[src/hdl/clfa_pkg.sv]
// Shared types and constants for the control-link failsafe and arming unit.
// Holds the configuration record, the queued item, the result record and all codes.
// No dependencies.
package clfa_pkg;

    localparam int SEQ_W      = 16;
    localparam int CFG_IDX_W  = 3;
    localparam int CFG_DATA_W = 16;
    localparam int ELAPSED_W  = 17;

    // Configuration register indexes
    localparam logic [CFG_IDX_W-1:0] CFG_OWN_UNIT    = 3'd0;
    localparam logic [CFG_IDX_W-1:0] CFG_TIMEOUT     = 3'd1;
    localparam logic [CFG_IDX_W-1:0] CFG_AXIS_LIMIT  = 3'd2;
    localparam logic [CFG_IDX_W-1:0] CFG_TELE_DIV    = 3'd3;
    localparam logic [CFG_IDX_W-1:0] CFG_FS_ENABLE   = 3'd4;

    // Result status codes
    localparam logic [2:0] ST_ACCEPT  = 3'd0;
    localparam logic [2:0] ST_CORRUPT = 3'd1;
    localparam logic [2:0] ST_FOREIGN = 3'd2;
    localparam logic [2:0] ST_STALE   = 3'd3;
    localparam logic [2:0] ST_TICK    = 3'd4;

    // Item kinds as sorted by the front end
    localparam logic [1:0] K_TICK    = 2'd0;
    localparam logic [1:0] K_CORRUPT = 2'd1;
    localparam logic [1:0] K_FOREIGN = 2'd2;
    localparam logic [1:0] K_PACKET  = 2'd3;

    // Register reset values
    localparam logic [7:0]  OWN_UNIT_RST   = 8'd1;
    localparam logic [15:0] TIMEOUT_RST    = 16'd500;
    localparam logic [14:0] AXIS_LIMIT_RST = 15'd1000;
    localparam logic [7:0]  TELE_DIV_RST   = 8'd5;
    localparam logic        FS_ENABLE_RST  = 1'b1;

    localparam logic [ELAPSED_W-1:0] ELAPSED_MAX = 17'h1FFFF;
    localparam logic [ELAPSED_W-1:0] ELAPSED_RST = {1'b0, TIMEOUT_RST} + 17'd1;

    // Backward jump beyond this is taken as a peer restart
    localparam logic signed [SEQ_W-1:0] NEG_RESTART_JUMP = -16'sd1000;

    typedef struct packed {
        logic [7:0]  own_unit;
        logic [15:0] timeout;
        logic [14:0] axis_limit;
        logic [7:0]  tele_div;
        logic        fs_enable;
    } t_cfg;

    typedef struct packed {
        logic [1:0]              kind;
        logic [SEQ_W-1:0]        seq;
        logic                    flag_armed;
        logic                    flag_calibration;
        logic signed [15:0]      steer;
        logic signed [15:0]      throttle;
        logic [15:0]             brake;
    } t_item;

    typedef struct packed {
        logic [2:0]          status;
        logic                armed;
        logic                failsafe;
        logic                calibrating;
        logic signed [15:0]  drive_steer;
        logic signed [15:0]  drive_throttle;
        logic [15:0]         drive_brake;
        logic signed [15:0]  calib_steer;
        logic                telemetry_request;
        logic [SEQ_W-1:0]    reply_seq;
    } t_result;

endpackage

[src/hdl/clfa_front.sv]
// Front end: takes input transfers and sorts them into tick, corrupt, foreign or packet.
// Depends on clfa_pkg; feeds clfa_queue.
module clfa_front (
    input  logic                s_axis_tvalid,
    output logic                s_axis_tready,
    input  logic [79:0]         s_axis_tdata,   // crc_ok, packet_unit, seq, flag_armed,
                                                // flag_calibration, steer_in, throttle_in,
                                                // brake_in, zero fill
    input  logic [0:0]          s_axis_tuser,   // opcode
    input  clfa_pkg::t_cfg      i_cfg,
    input  logic                i_q_full,
    output logic                o_push,
    output clfa_pkg::t_item     o_item
);
    import clfa_pkg::*;

    logic       w_crc_ok;
    logic [7:0] w_unit;

    assign w_crc_ok = s_axis_tdata[0];
    assign w_unit   = s_axis_tdata[8:1];

    assign s_axis_tready = !i_q_full;
    assign o_push        = s_axis_tvalid && !i_q_full;

    always_comb begin
        if (s_axis_tuser[0]) begin
            o_item.kind = K_TICK;
        end else if (!w_crc_ok) begin
            o_item.kind = K_CORRUPT;
        end else if (w_unit != i_cfg.own_unit) begin
            o_item.kind = K_FOREIGN;
        end else begin
            o_item.kind = K_PACKET;
        end
        o_item.seq              = s_axis_tdata[24:9];
        o_item.flag_armed       = s_axis_tdata[25];
        o_item.flag_calibration = s_axis_tdata[26];
        o_item.steer            = $signed(s_axis_tdata[42:27]);
        o_item.throttle         = $signed(s_axis_tdata[58:43]);
        o_item.brake            = s_axis_tdata[74:59];
    end

endmodule

[src/hdl/clfa_queue.sv]
// Two-entry queue of classified items between the front end and the back end.
// Depends on clfa_pkg.
module clfa_queue (
    input  logic             i_clk,
    input  logic             i_rst_n,
    input  logic             i_push,
    input  clfa_pkg::t_item  i_item,
    input  logic             i_pop,
    output logic             o_full,
    output logic             o_empty,
    output clfa_pkg::t_item  o_item
);
    import clfa_pkg::*;

    t_item      r_mem [2];
    logic       r_wr_ptr;
    logic       r_rd_ptr;
    logic [1:0] r_count;

    assign o_full  = (r_count == 2'd2);
    assign o_empty = (r_count == 2'd0);
    assign o_item  = r_mem[r_rd_ptr];

    always_ff @(posedge i_clk) begin
        if (i_push) begin
            r_mem[r_wr_ptr] <= i_item;
        end
    end

    always_ff @(posedge i_clk) begin
        if (!i_rst_n) begin
            r_wr_ptr <= 1'b0;
            r_rd_ptr <= 1'b0;
            r_count  <= 2'd0;
        end else begin
            if (i_push) begin
                r_wr_ptr <= !r_wr_ptr;
            end
            if (i_pop) begin
                r_rd_ptr <= !r_rd_ptr;
            end
            case ({i_push, i_pop})
                2'b10:   r_count <= r_count + 2'd1;
                2'b01:   r_count <= r_count - 2'd1;
                default: r_count <= r_count;
            endcase
        end
    end

endmodule

[src/hdl/clfa_mod.sv]
// Restoring remainder unit: sequence number modulo the telemetry divisor, one bit a cycle.
// Depends on clfa_pkg.
module clfa_mod (
    input  logic                        i_clk,
    input  logic                        i_rst_n,
    input  logic                        i_start,
    input  logic [clfa_pkg::SEQ_W-1:0]  i_dividend,
    input  logic [7:0]                  i_divisor,
    output logic                        o_done,
    output logic                        o_rem_zero
);
    import clfa_pkg::*;

    localparam int CNT_W = $clog2(SEQ_W + 1);

    logic [CNT_W-1:0] r_cnt;
    logic             r_busy;
    logic             r_done;
    logic [SEQ_W-1:0] r_dvd;
    logic [7:0]       r_div;
    logic [7:0]       r_rem;
    logic [8:0]       w_part;
    logic [7:0]       n_rem;

    // Shift in the next dividend bit, subtract when it fits
    always_comb begin
        w_part = {r_rem, r_dvd[SEQ_W-1]};
        if (w_part >= {1'b0, r_div}) begin
            n_rem = 8'(w_part - {1'b0, r_div});
        end else begin
            n_rem = w_part[7:0];
        end
    end

    assign o_done     = r_done;
    assign o_rem_zero = (r_rem == 8'd0);

    always_ff @(posedge i_clk) begin
        if (i_start) begin
            r_dvd <= i_dividend;
            r_div <= i_divisor;
            r_rem <= 8'd0;
        end else if (r_busy) begin
            r_dvd <= {r_dvd[SEQ_W-2:0], 1'b0};
            r_rem <= n_rem;
        end
    end

    always_ff @(posedge i_clk) begin
        if (!i_rst_n) begin
            r_busy <= 1'b0;
            r_done <= 1'b0;
            r_cnt  <= '0;
        end else begin
            r_done <= 1'b0;
            if (i_start) begin
                r_busy <= 1'b1;
                r_cnt  <= CNT_W'(SEQ_W);
            end else if (r_busy) begin
                r_cnt <= r_cnt - CNT_W'(1);
                if (r_cnt == CNT_W'(1)) begin
                    r_busy <= 1'b0;
                    r_done <= 1'b1;
                end
            end
        end
    end

endmodule

[src/hdl/clfa_back.sv]
// Back end: sequence check, link state, arming, calibration, timeout and the result register.
// Depends on clfa_pkg and clfa_mod; drains clfa_queue.
module clfa_back #(
    parameter int COUNTER_WIDTH = 32
) (
    input  logic               i_clk,
    input  logic               i_rst_n,
    input  clfa_pkg::t_cfg     i_cfg,
    input  logic               i_q_empty,
    input  clfa_pkg::t_item    i_item,
    output logic               o_pop,
    output logic               o_valid,
    input  logic               i_ready,
    output clfa_pkg::t_result  o_result
);
    import clfa_pkg::*;

    localparam logic [1:0] S_IDLE = 2'd0;
    localparam logic [1:0] S_MOD  = 2'd1;
    localparam logic [1:0] S_EMIT = 2'd2;

    logic [1:0]               r_state;
    logic [2:0]               r_status;
    logic                     r_tele;
    logic [SEQ_W-1:0]         r_echo;
    logic                     r_have_seq;
    logic [SEQ_W-1:0]         r_last_seq;
    logic [ELAPSED_W-1:0]     r_elapsed;
    logic                     r_failsafe;
    logic                     r_armed;
    logic                     r_prev_arm;
    logic                     r_calib;
    logic signed [15:0]       r_steer;
    logic signed [15:0]       r_throttle;
    logic [15:0]              r_brake;
    logic signed [15:0]       r_calib_steer;
    logic [COUNTER_WIDTH-1:0] r_reject_cnt [4];
    logic                     r_out_valid;
    t_result                  r_out;

    logic [SEQ_W-1:0]     w_diff;
    logic                 w_seq_ok;
    logic                 w_cal_ok;
    logic                 w_normal_arm;
    logic signed [15:0]   w_lim;
    logic signed [15:0]   w_neg_lim;
    logic signed [15:0]   w_clamped;
    logic [ELAPSED_W-1:0] n_elapsed;
    logic                 w_timed_out;
    logic                 w_mod_start;
    logic                 w_mod_done;
    logic                 w_rem_zero;
    logic                 w_emit;

    assign w_diff   = i_item.seq - r_last_seq;
    assign w_seq_ok = !r_have_seq || ($signed(w_diff) > 16'sd0)
                      || ($signed(w_diff) < NEG_RESTART_JUMP);

    assign w_cal_ok = i_item.flag_calibration && !i_item.flag_armed && !r_armed
                      && (i_item.throttle == 16'sd0) && (i_item.brake == 16'd0);
    assign w_normal_arm = i_item.flag_armed && !i_item.flag_calibration;

    assign w_lim     = $signed({1'b0, i_cfg.axis_limit});
    assign w_neg_lim = -w_lim;
    always_comb begin
        if (i_item.steer > w_lim) begin
            w_clamped = w_lim;
        end else if (i_item.steer < w_neg_lim) begin
            w_clamped = w_neg_lim;
        end else begin
            w_clamped = i_item.steer;
        end
    end

    // Saturating link age
    assign n_elapsed   = (r_elapsed != ELAPSED_MAX) ? r_elapsed + ELAPSED_W'(1) : r_elapsed;
    assign w_timed_out = n_elapsed > {1'b0, i_cfg.timeout};

    assign o_pop       = (r_state == S_IDLE) && !i_q_empty;
    assign w_mod_start = o_pop && (i_item.kind == K_PACKET) && w_seq_ok
                         && (i_cfg.tele_div != 8'd0);
    assign w_emit      = (r_state == S_EMIT) && (!r_out_valid || i_ready);

    clfa_mod u_mod (
        .i_clk      (i_clk),
        .i_rst_n    (i_rst_n),
        .i_start    (w_mod_start),
        .i_dividend (i_item.seq),
        .i_divisor  (i_cfg.tele_div),
        .o_done     (w_mod_done),
        .o_rem_zero (w_rem_zero)
    );

    assign o_valid  = r_out_valid;
    assign o_result = r_out;

    // Result payload
    always_ff @(posedge i_clk) begin
        if (w_emit) begin
            r_out.status            <= r_status;
            r_out.armed             <= r_armed;
            r_out.failsafe          <= r_failsafe;
            r_out.calibrating       <= r_calib;
            r_out.drive_steer       <= r_steer;
            r_out.drive_throttle    <= r_throttle;
            r_out.drive_brake       <= r_brake;
            r_out.calib_steer       <= r_calib_steer;
            r_out.telemetry_request <= r_tele;
            r_out.reply_seq         <= r_echo;
        end
    end

    always_ff @(posedge i_clk) begin
        if (!i_rst_n) begin
            r_state       <= S_IDLE;
            r_status      <= ST_TICK;
            r_tele        <= 1'b0;
            r_echo        <= '0;
            r_have_seq    <= 1'b0;
            r_last_seq    <= '0;
            r_elapsed     <= ELAPSED_RST;
            r_failsafe    <= 1'b1;
            r_armed       <= 1'b0;
            r_prev_arm    <= 1'b1;
            r_calib       <= 1'b0;
            r_steer       <= '0;
            r_throttle    <= '0;
            r_brake       <= '0;
            r_calib_steer <= '0;
            for (int i = 0; i < 4; i++) begin
                r_reject_cnt[i] <= '0;
            end
            r_out_valid   <= 1'b0;
        end else begin
            if (w_emit) begin
                r_out_valid <= 1'b1;
            end else if (i_ready) begin
                r_out_valid <= 1'b0;
            end

            unique case (r_state)
                S_IDLE: begin
                    if (o_pop) begin
                        r_tele  <= 1'b0;
                        r_echo  <= '0;
                        r_state <= S_EMIT;
                        case (i_item.kind)
                            K_TICK: begin
                                r_status  <= ST_TICK;
                                r_elapsed <= n_elapsed;
                                if (w_timed_out) begin
                                    r_calib       <= 1'b0;
                                    r_calib_steer <= '0;
                                    if (i_cfg.fs_enable) begin
                                        r_failsafe <= 1'b1;
                                        r_armed    <= 1'b0;
                                        r_steer    <= '0;
                                        r_throttle <= '0;
                                        r_brake    <= '0;
                                        r_prev_arm <= 1'b1;
                                    end
                                end
                            end
                            K_CORRUPT: begin
                                r_status        <= ST_CORRUPT;
                                r_reject_cnt[0] <= r_reject_cnt[0] + COUNTER_WIDTH'(1);
                            end
                            K_FOREIGN: begin
                                r_status        <= ST_FOREIGN;
                                r_reject_cnt[1] <= r_reject_cnt[1] + COUNTER_WIDTH'(1);
                            end
                            default: begin
                                if (!w_seq_ok) begin
                                    r_status        <= ST_STALE;
                                    r_reject_cnt[2] <= r_reject_cnt[2] + COUNTER_WIDTH'(1);
                                end else begin
                                    r_status        <= ST_ACCEPT;
                                    r_reject_cnt[3] <= r_reject_cnt[3] + COUNTER_WIDTH'(1);
                                    r_have_seq      <= 1'b1;
                                    r_last_seq      <= i_item.seq;
                                    r_echo          <= i_item.seq;
                                    r_elapsed       <= '0;
                                    r_failsafe      <= 1'b0;
                                    r_calib         <= w_cal_ok;
                                    r_calib_steer   <= w_cal_ok ? w_clamped : 16'sd0;
                                    r_steer         <= i_item.steer;
                                    r_throttle      <= i_item.throttle;
                                    r_brake         <= i_item.brake;
                                    // arm only on a rising edge of the plain armed request
                                    r_armed         <= w_normal_arm && (r_armed || !r_prev_arm);
                                    r_prev_arm      <= w_normal_arm;
                                    if (w_mod_start) begin
                                        r_state <= S_MOD;
                                    end
                                end
                            end
                        endcase
                    end
                end
                S_MOD: begin
                    if (w_mod_done) begin
                        r_tele  <= w_rem_zero;
                        r_state <= S_EMIT;
                    end
                end
                S_EMIT: begin
                    if (w_emit) begin
                        r_state <= S_IDLE;
                    end
                end
                default: begin
                    r_state <= S_IDLE;
                end
            endcase
        end
    end

endmodule

[src/hdl/control_link_failsafe_arming_unit.sv]
// Top level of the control-link failsafe and arming unit.
// Depends on clfa_pkg, clfa_front, clfa_queue, clfa_back (and clfa_mod below it).

// Takes control-packet events and millisecond ticks (tuser = 1) on the slave stream and
// returns one result per item on the master stream, carrying the status code in tuser.
// Ticks, rejected packets and accepted packets whose telemetry divisor is zero pass through
// the queue, the back-end state register and the output register before they are offered,
// and the back end takes a new item only once it has emitted the last; an accepted packet
// with a nonzero divisor also waits for the bit-serial remainder unit, which works sixteen
// sequence bits one per cycle. A two-entry queue behind the input lets new items be taken
// while a result waits on the output.
// Configuration writes land at once and must only be made while the block is idle.
module control_link_failsafe_arming_unit #(
    parameter int COUNTER_WIDTH = 32
) (
    input  logic                              i_clk,
    input  logic                              i_rst_n,
    input  logic                              i_cfg_wr_en,
    input  logic [clfa_pkg::CFG_IDX_W-1:0]    i_cfg_index,
    input  logic [clfa_pkg::CFG_DATA_W-1:0]   i_cfg_data,
    input  logic                              s_axis_tvalid,
    output logic                              s_axis_tready,
    input  logic [79:0]                       s_axis_tdata,  // crc_ok, packet_unit, seq,
                                                             // flag_armed, flag_calibration,
                                                             // steer_in, throttle_in,
                                                             // brake_in, zero fill
    input  logic [0:0]                        s_axis_tuser,  // opcode
    output logic                              m_axis_tvalid,
    input  logic                              m_axis_tready,
    output logic [87:0]                       m_axis_tdata,  // armed, failsafe, calibrating,
                                                             // drive_steer, drive_throttle,
                                                             // drive_brake, calib_steer,
                                                             // telemetry_request, reply_seq,
                                                             // zero fill
    output logic [2:0]                        m_axis_tuser   // status
);
    import clfa_pkg::*;

    t_cfg    r_cfg;
    t_item   w_front_item;
    t_item   w_q_item;
    t_result w_result;
    logic    w_push;
    logic    w_pop;
    logic    w_q_full;
    logic    w_q_empty;

    always_ff @(posedge i_clk) begin
        if (!i_rst_n) begin
            r_cfg.own_unit   <= OWN_UNIT_RST;
            r_cfg.timeout    <= TIMEOUT_RST;
            r_cfg.axis_limit <= AXIS_LIMIT_RST;
            r_cfg.tele_div   <= TELE_DIV_RST;
            r_cfg.fs_enable  <= FS_ENABLE_RST;
        end else if (i_cfg_wr_en) begin
            unique case (i_cfg_index)
                CFG_OWN_UNIT:   r_cfg.own_unit   <= i_cfg_data[7:0];
                CFG_TIMEOUT:    r_cfg.timeout    <= i_cfg_data;
                CFG_AXIS_LIMIT: r_cfg.axis_limit <= i_cfg_data[14:0];
                CFG_TELE_DIV:   r_cfg.tele_div   <= i_cfg_data[7:0];
                CFG_FS_ENABLE:  r_cfg.fs_enable  <= i_cfg_data[0];
                default: begin
                    r_cfg <= r_cfg;
                end
            endcase
        end
    end

    clfa_front u_front (
        .s_axis_tvalid (s_axis_tvalid),
        .s_axis_tready (s_axis_tready),
        .s_axis_tdata  (s_axis_tdata),
        .s_axis_tuser  (s_axis_tuser),
        .i_cfg         (r_cfg),
        .i_q_full      (w_q_full),
        .o_push        (w_push),
        .o_item        (w_front_item)
    );

    clfa_queue u_queue (
        .i_clk   (i_clk),
        .i_rst_n (i_rst_n),
        .i_push  (w_push),
        .i_item  (w_front_item),
        .i_pop   (w_pop),
        .o_full  (w_q_full),
        .o_empty (w_q_empty),
        .o_item  (w_q_item)
    );

    clfa_back #(
        .COUNTER_WIDTH (COUNTER_WIDTH)
    ) u_back (
        .i_clk     (i_clk),
        .i_rst_n   (i_rst_n),
        .i_cfg     (r_cfg),
        .i_q_empty (w_q_empty),
        .i_item    (w_q_item),
        .o_pop     (w_pop),
        .o_valid   (m_axis_tvalid),
        .i_ready   (m_axis_tready),
        .o_result  (w_result)
    );

    assign m_axis_tuser = w_result.status;
    assign m_axis_tdata = {4'd0,
                           w_result.reply_seq,
                           w_result.telemetry_request,
                           w_result.calib_steer,
                           w_result.drive_brake,
                           w_result.drive_throttle,
                           w_result.drive_steer,
                           w_result.calibrating,
                           w_result.failsafe,
                           w_result.armed};

    // Failsafe and armed are never reported together
    a_failsafe_disarms: assert property (@(posedge i_clk) disable iff (!i_rst_n)
        m_axis_tvalid |-> !(m_axis_tdata[0] && m_axis_tdata[1]))
        else $error("armed while failsafe active");

    // Calibration is only granted with motors disarmed
    a_calib_disarmed: assert property (@(posedge i_clk) disable iff (!i_rst_n)
        m_axis_tvalid |-> !(m_axis_tdata[0] && m_axis_tdata[2]))
        else $error("armed while calibrating");

    // Telemetry and echo only come with an accepted packet
    a_tele_accept: assert property (@(posedge i_clk) disable iff (!i_rst_n)
        (m_axis_tvalid && m_axis_tdata[67]) |-> (m_axis_tuser == ST_ACCEPT))
        else $error("telemetry requested on a non-accepted item");

    // No result is presented right after reset
    a_reset_quiet: assert property (@(posedge i_clk)
        !i_rst_n |=> !m_axis_tvalid)
        else $error("result valid after reset");

endmodule

[config.mk]
export PLATFORM = sky130hd
export DESIGN_NAME = control_link_failsafe_arming_unit
export DESIGN_NICKNAME = d
export VERILOG_FILES = /design/src/hdl/clfa_pkg.sv /design/src/hdl/clfa_front.sv /design/src/hdl/clfa_queue.sv /design/src/hdl/clfa_mod.sv /design/src/hdl/clfa_back.sv /design/src/hdl/control_link_failsafe_arming_unit.sv
export SDC_FILE = /design/constraint.sdc
export NUM_CORES = 1
export LEC_CHECK = 0
export ABC_AREA = 0
export BUFFER_PORTS_ARGS = -buffer_cell sky130_fd_sc_hd__buf_2
export CORE_MARGIN = 1
export CORE_UTILIZATION = 35
export DETAILED_ROUTE_END_ITERATION = 8
export HOLD_SLACK_MARGIN = 0.08
export REMOVE_ABC_BUFFERS = 1
export SLEW_MARGIN = 15
export SYNTH_ARGS = -nofsm -noshare
export SYNTH_HDL_FRONTEND = slang
export SYNTH_SLANG_ARGS = --single-unit
[constraint.sdc]
create_clock -name i_clk -period 14.35 [get_ports i_clk]
set_clock_uncertainty 0.15 [all_clocks]
set_input_delay 2.1525 -clock i_clk [delete_from_list [all_inputs] [get_ports i_clk]]
set_output_delay 2.1525 -clock i_clk [all_outputs]
set_load 0.01 [all_outputs]
==> impl_metrics.env <==
export IMPL_clk_pin_slew_worst_paths_ns=0.06
export IMPL_syn_avg_cell_area_um2=11.3
export IMPL_leakage_nw=8.51
export IMPL_maxCapViolCount=0
export IMPL_drcViolationCount=0
export IMPL_cts_buffers=47
export IMPL_gr_total_overflow=0
export IMPL_hold_slack_ns=0.271
export IMPL_cts_max_path_buffers=3
export IMPL_die_area_um2=56400
export IMPL_required_ns=14.53
export IMPL_syn_instance_count=1724
export IMPL_yosys_area_top_type="edfxtp_1"
export IMPL_dp_cells=2554
export IMPL_final_cells=2643
export IMPL_dr_first_iter_drc_count=816
export IMPL_cts_setup_buffers=0
export IMPL_final_max_slew_viol_count=0
export IMPL_critical_path_arrival_ns=6.17
export IMPL_cts_sinks=440
export IMPL_yosysTopAreaCellShare_pct=38.2
export IMPL_io_pins=198
export IMPL_crit_fanout=39
export IMPL_dpl_worst_slack_ns=8.26
export IMPL_synth_area_um2=19400
export IMPL_drive_gt1_share_pct=17.3
export IMPL_cts_tree="built"
export IMPL_fmax_mhz=167
export IMPL_p_per_area_nw_per_um2=184
export IMPL_seq_area_frac_synth_pct=58.2
export IMPL_start_util_pct=35.8
export IMPL_maxSlewHeadroom_pct=21.1
export IMPL_rsz0062_at_grt="false"
export IMPL_grt_pass1_vias=13500
export IMPL_antenna_found_initial=1
export IMPL_htreeDepth=2
export IMPL_yosys_top_cells_area="edfxtp_1, dfxtp_1, ha_1"
export IMPL_vias_per_cell=5.11
export IMPL_ir_drop_mv=0.0978
export IMPL_portBuffers=188
export IMPL_hold_class="flip-flop to flip-flop"
export IMPL_vias=13500
export IMPL_hold_violations=0
export IMPL_end_kind="flip-flop"
export IMPL_grt_use_total_pct=16.6
export IMPL_cts_hold_buffers=0
export IMPL_gp_congestion=0.846
export IMPL_fin_nets=2097
export IMPL_utilization_pct=41.9
export IMPL_ys_ff_latch=440
export IMPL_cts_resized_gates=0
export IMPL_die_w_um=237
export IMPL_tightest_slew_ns=1.16
export IMPL_synth_async_reset_ratio_pct=0
export IMPL_firstDrtPassIters=5
export IMPL_worstSetupPathType="flip-flop to flip-flop"
export IMPL_wirelength_mm=47.2
export IMPL_wl_per_cell_um=17.9
export IMPL_fp_dieH_um=237
export IMPL_synth_warnings=0
export IMPL_synth_edf_count=247
export IMPL_start_kind="flip-flop"
export IMPL_synthDistinctLibCells=72
export IMPL_hpwl_mm=32.7
export IMPL_root_buffer="clkbuf_16"
export IMPL_syn_to_final_growth_pct=17.3
export IMPL_finalWorstSetupSlack_ns=8.36
export IMPL_coreArea_um2=54200
export IMPL_status="complete, no violations"
export IMPL_final_setup_tns_ns=0
export IMPL_rows=85
export IMPL_setup_viol=0
export IMPL_ys_flop_type="edfxtp_1"
export IMPL_ant_nets=0
export IMPL_grt_pass1_wl_mm=73.8
export IMPL_grt_max_degree=66
export IMPL_period_share_pct=41.8
export IMPL_post_route_min_period_ns=5.99
export IMPL_clock_latency_ns=0.58
[final timing paths]
check                                              to  slack (ns)            from  depth (start not counted)
worst max register to register  u_back.u_mod.r_dvd[4]        8.36       flip-flop                         13
worst max-delay path            u_back.u_mod.r_dvd[4]        8.36       flip-flop                         13
worst min-delay path              u_back.o_result[81]        0.27  u_back.r_calib                          0
worst min register to register    u_back.o_result[81]        0.27  u_back.r_calib                          0
[state kept, by name, summed over array words and instances (netlist names), 17 cells and up, named ones only]
name,cells
u_back.o_result,87
r_cfg,48
u_back.r_elapsed,17
u_queue.r_mem,136
[layout make-up]
type / count / area [um^2]
Fill cell: 5181 / 31500
Timing Repair Buffer: 206 / 1080
Clock inverter: 29 / 359
Sequential cell: 440 / 11300
Inverter: 144 / 541
Multi-Input combinational cell: 1068 / 7330
Antenna cell: 1 / 2.50
Tap cell: 696 / 871
Clock buffer: 59 / 1280
[cells by family (layout without fill, tap and decap cells)]
family / Yosys count / after routing / synth area share (%)
fa+ha+maj: 85 / 85 / 5.56
xor+xnor: 51 / 51 / 2.30
mux: 108 / 108 / 5.84
buf+inv: 219 / 438 / 4.40
simple gates: 440 / 440 / 11.0
other cells: 1 / 5 / 0.0193
flops: 440 / 440 / 58.2
compound gates: 380 / 380 / 12.7
[cells in the final DEF (no fill, tap or decap), types with 17 or more instances in the layout]
cell type,synthesis,final
a211oi_1,17,17
a21o_1,21,21
a21oi_1,104,103
a32o_1,17,17
buf_2,13,188
buf_4,4,18
clkbuf_16,0,48
dfxtp_1,193,192
edfxtp_1,247,247
ha_1,83,83
inv_1,143,143
mux2_2,28,28
mux2i_1,67,66
nand2_1,176,176
nand3_1,34,34
nand4_1,23,23
nor2_1,70,68
nor3_1,28,27
nor4_1,29,29
o211ai_1,24,24
o21ai_0,71,71
o22ai_1,46,46
xnor2_1,33,33
xor2_1,18,18
[cells in the mapped netlist, types with 18 or more instances]
library cell  count
edfxtp_1        247
nand4_1          23
inv_1           143
nand3_1          34
a21o_1           21
nand2_1         176
xnor2_1          33
mux2_2           28
o21ai_0          71
xor2_1           18
o22ai_1          46
dfxtp_1         193
ha_1             83
nor2_1           70
a21oi_1         104
o211ai_1         24
clkbuf_1         50
nor4_1           29
nor3_1           28
mux2i_1          67
[worst max-delay path: stages, from the launching register on]
cell	delay (ns)
dfxtp_4	0.72
buf_4	0.66
mux2_2	0.47
ha_1	0.32
nor2b_1	0.16
o21a_1	0.17
or3_1	0.33
a2111oi_0	0.43
nand4_1	0.19
a2111oi_2	0.55
nor2b_1	0.80
nor3_4	0.07
buf_4	0.31
mux2_1	0.37
[report_power, final]
group          leakage [nW]  switching, mW  total [mW]  internal (mW)
combinational          3.83          0.715        1.15          0.431
clock                 0.790          0.508        1.27          0.764
sequential             3.89          0.127        1.76           1.63
total                  8.51           1.35        4.17           2.82
[layer usage]
layer	vias up	global-route usage [%]	wire [um]
li1	6658	-	-
met2	224	28.9	23200
met5	-	0	0
met4	0	4.67	958
met3	67	3.07	2050
met1	6545	21.0	21000
[metrics by stage]
stage               instance area [um^2]  total power [mW]
finish                             22700              4.17
global route                       22700              4.42
CTS                                22700              4.23
detailed placement                 21100              2.94
global placement                   21100              2.91
floorplan                          19100              2.55
Note: power is estimated with default switching activity, not from simulation.
